[config.mk]
export PLATFORM = sky130hd
export DESIGN_NAME = iprmt_cell
export DESIGN_NICKNAME = d
export VERILOG_FILES = /design/src/sv/iprmt_pkg.sv /design/src/sv/iprmt_cell.sv
export SDC_FILE = /design/constraint.sdc
export NUM_CORES = 1
export LEC_CHECK = 0
export ABC_CLOCK_PERIOD_IN_PS = 4400
export BUFFER_PORTS_ARGS = -buffer_cell sky130_fd_sc_hd__buf_2
export CAP_MARGIN = 25
export CORE_UTILIZATION = 25
export DETAILED_ROUTE_END_ITERATION = 7
export PLACE_DENSITY_LB_ADDON = 0.25
export SLEW_MARGIN = 25
export SYNTH_ARGS = -nofsm -noshare
export SYNTH_HDL_FRONTEND = slang
export SYNTH_SLANG_ARGS = --single-unit
[constraint.sdc]
create_clock -name clk_i -period 4.4 [get_ports clk_i]
set_clock_uncertainty 0.05 [all_clocks]
set_input_delay 0.88 -clock clk_i [delete_from_list [all_inputs] [get_ports clk_i]]
set_output_delay 0.88 -clock clk_i [all_outputs]
set_load 0.01 [all_outputs]
[src/sv/iprmt_pkg.sv]
package iprmt_pkg;

  typedef enum logic [1:0] {
    REQ_PREFIX = 2'd0,
    REQ_RANGE  = 2'd1,
    REQ_LOOKUP = 2'd2,
    REQ_CLEAR  = 2'd3
  } req_e;

  typedef enum logic [1:0] {
    ST_OK      = 2'd0,
    ST_INVALID = 2'd1,
    ST_FULL    = 2'd2
  } status_e;

  localparam logic [31:0] ADDR_ALL_ONES = 32'hFFFF_FFFF;
  localparam logic [5:0]  PREFIX_MAX    = 6'd32;

  typedef struct packed {
    logic        valid;
    logic [31:0] key;
    logic        hit;
  } tok_t;

endpackage

[src/sv/iprmt_cell.sv]
module iprmt_cell #(
  parameter int CntW = 9
) (
  input  logic                clk_i,
  input  logic                rst_ni,
  input  logic                wr_en_i,
  input  logic [31:0]         wr_low_i,
  input  logic [31:0]         wr_high_i,
  input  iprmt_pkg::tok_t     tok_i,
  input  logic [CntW-1:0]     rem_i,
  output iprmt_pkg::tok_t     tok_o,
  output logic [CntW-1:0]     rem_o
);

  logic [31:0]     low_q;
  logic [31:0]     high_q;
  iprmt_pkg::tok_t tok_q;
  iprmt_pkg::tok_t tok_d;
  logic [CntW-1:0] rem_q;
  logic [CntW-1:0] rem_d;
  logic            live;
  logic            inside_rng;

  assign live       = (rem_i != '0);
  assign inside_rng = (tok_i.key >= low_q) && (tok_i.key <= high_q);

  always_comb begin
    tok_d     = tok_i;
    tok_d.hit = tok_i.hit | (live & inside_rng);
    rem_d     = live ? (rem_i - CntW'(1)) : '0;
  end

  always_ff @(posedge clk_i) begin
    if (wr_en_i) begin
      low_q  <= wr_low_i;
      high_q <= wr_high_i;
    end
  end

  // advance the key through the chain
  always_ff @(posedge clk_i or negedge rst_ni) begin
    if (!rst_ni) begin
      tok_q <= '0;
    end else begin
      tok_q <= tok_d;
    end
  end

  always_ff @(posedge clk_i) begin
    rem_q <= rem_d;
  end

  assign tok_o = tok_q;
  assign rem_o = rem_q;

endmodule

==> flow_summary.ini <==
[synthesis]
synth_top_family_by_area = adder cells
synth_edf_count = 64
synth-compound-area-share = 0.0760
synth_nets = 534
async_flop_share = 0.318
synthSimpleGateAreaFrac = 0.0649
synthCells = 359
syn-cell-area_um2 = 4730
synthAdderAreaFrac = 0.172
synth_warnings = 0
seq_area_frac_synth = 0.625
ys.flop_type = edfxtp_1
synth-xor-area-share = 0.00741
postSynthAreaPerCell_um2 = 13.2
synth_cell_types = 32
muxShareOfSynthArea = 0
synth-seq-cells = 107

[timing]
fin_setup_tns_ns = 0
finalCritPeriodShare = 0.605
drv_slew = 0
slew_headroom = 0.421
hold_viol = 0
rsz0062_at_grt = no
fmax_mhz = 376
min_period_ns = 2.66
tightest_slew_ns = 0.861
setup_slack_ns = 1.74
setup_viol = 0

[drt]
drtIter0Drc = 97
wirelength_mm = 11.1
via_per_inst = 4.22
wl_per_cell_um = 14.7
drc = 0
ant_nets = 0
vias = 3201
first_pass_iters = 4

[clock_network]
post_cts_buffers = 0
cts_made_buffers = 9
post_cts_resized = 0
cts.sinks = 107
insertion_delay_ns = 0.35
clkTransAtPathRegs_ns = 0.07
htree_levels = 3
clockBufferDepth = 2
cts_hold_buf = 0
cts_root_buf = clkbuf_16
cts_tree = built

[power]
powerDensity_nw_per_um2 = 365
p_comb_frac = 0.132
p_switching_mw = 0.555
seqPwrFrac = 0.523
power.total_mw = 2.21
pwr-share-clk = 0.344
leakage_nw = 2.94
p_sw_frac = 0.251
peakVddDrop_mv = 0.174
p_int_mw = 1.66

[min_path]
hp-class = in -> async

[worst_setup_path]
crit_type = in -> reg
crit_buf_inv = 1
crit_path_max_fanout = 3
cp_top_family = simple AND/OR/NAND/NOR gates
cpPeakStageDelay_ns = 0.81
required_ns = 4.59
crit_chain = buf_2, ha_1, nand4_1, nor4_1, a211oi_1, a21oi_1, o31ai_1
cp_slowest_cell = nor4_1
worstPathArrival_ns = 2.85
worst_setup_path_start_kind = input port
cp-end-kind = flop

[global_routing]
antenna_found_initial = 1
grt_max_degree = 51
grt_first_pass_wirelength_mm = 17.8
grtUsageTotal = 0.122
grt_pass1_vias = 3490
grt_overflow_total = 0

[final_layout]
mostFrequentLayoutCells = 150 x buf_2, 69 x inv_1, 65 x ha_1
layout.nets = 698
drive_above_1_share = 0.324
syn_to_final_growth_pct = 28.3
fin_util = 0.332
final_cell_area_um2 = 6060
fillers = 1867
final_common_cell = buf_2

[placed_design]
io_buffers = 152
placed_area_um2 = 5780
dp_slack_ns = 1.28
dp_hpwl_mm = 9.05
gp_congestion = 0.860

[run]
cap_violations = 0

[floorplanning]
initial_core_util = 0.259
ios = 153
fp.dieH_um = 139
die_x_um = 139
die_area_um2 = 19500
rows = 49
coreArea_um2 = 18300

[status]
status = complete, no violations
layer usage:
metal / vias up / track usage / wire length [um]
met3: 10 / 0.0341 / 597
met5: - / 0 / 0
met4: 0 / 0.0515 / 201
met2: 83 / 0.218 / 5730
li1: 1601 / - / -
met1: 1507 / 0.137 / 4610
Yosys cell counts (all sizes together) (2+ instances only):
master / number / area share
a211oi: 5 / 0.0079
a21o: 8 / 0.013
a21oi: 24 / 0.025
a221oi: 3 / 0.0069
and4: 2 / 0.0037
dfrtp: 34 / 0.18
dfxtp: 9 / 0.038
edfxtp: 64 / 0.41
ha: 65 / 0.17
inv: 69 / 0.055
nand2: 12 / 0.0095
nand3: 9 / 0.0095
nand4: 10 / 0.015
nor2: 15 / 0.012
nor4: 4 / 0.0085
o21ai: 10 / 0.011
o31ai: 2 / 0.0032
or3: 2 / 0.0026
xnor2: 2 / 0.0037
xor2: 2 / 0.0037
sequential cells by signal (all words and copies together) (netlist names):
| name | count |
|---|---|
| tok_o | 34 |
| high_q | 32 |
| rem_o | 9 |
| low_q | 32 |
power by group through the flow:
stage	Clock (mW)	Combinational [mW]	Sequential (mW)
floorplan	0	0.133	1.19
global placement	0	0.292	1.18
detailed placement	0	0.300	1.18
CTS	0.800	0.301	1.16
global route	0.832	0.339	1.16
finish	0.761	0.292	1.16
stage by stage:
step	hold WS, ns	std cells
floorplan	0.534	359
global placement	0.858	741
detailed placement	0.846	741
CTS	0.558	757
global route	0.483	757
finish	0.455	758
cells by family after synthesis:
| kind of cell | count (synthesis) |
|---|---|
| AND/OR/NAND/NOR | 57 |
| buffers and inverters | 69 |
| flip-flops | 107 |
| adder cells (fa/ha/maj) | 65 |
| XOR/XNOR | 4 |
| AO/OA/AOI/OAI | 57 |
path summary, 6_finish.rpt:
| check | startpoint | cells after the start | slack [ns] | endpoint |
|---|---|---|---|---|
| setup / recovery | tok_i[16] | 7 | 1.74 | tok_o[0]$_DFF_PN0_ |
| hold / removal | rst_ni | 1 | 0.46 | tok_o[7]$_DFF_PN0_ |
| setup reg to reg | high_q[15]$_DFFE_PP_ | 7 | 2.04 | tok_o[0]$_DFF_PN0_ |
| hold reg to reg | high_q[31]$_DFFE_PP_ | 5 | 0.85 | tok_o[0]$_DFF_PN0_ |
| max in group asynchronous | rst_ni | 1 | 3.47 | tok_o[0]$_DFF_PN0_ |
| min in group clk_i | tok_i[33] | 1 | 0.58 | tok_o[33]$_DFF_PN0_ |
cell type report:
class / count / area [um2] / share of cell area
multi-input combinational: 183 / 1510 / 0.250
sequential: 107 / 2950 / 0.487
clock buffer: 9 / 225 / 0.0371
tap: 229 / 287 / 0.0473
antenna: 1 / 2.50 / 0.000413
clock inverter: 7 / 50.0 / 0.00825
timing repair buffer: 153 / 773 / 0.128
inverter: 69 / 259 / 0.0427
No activity file was read; power rests on OpenSTA's default activity.
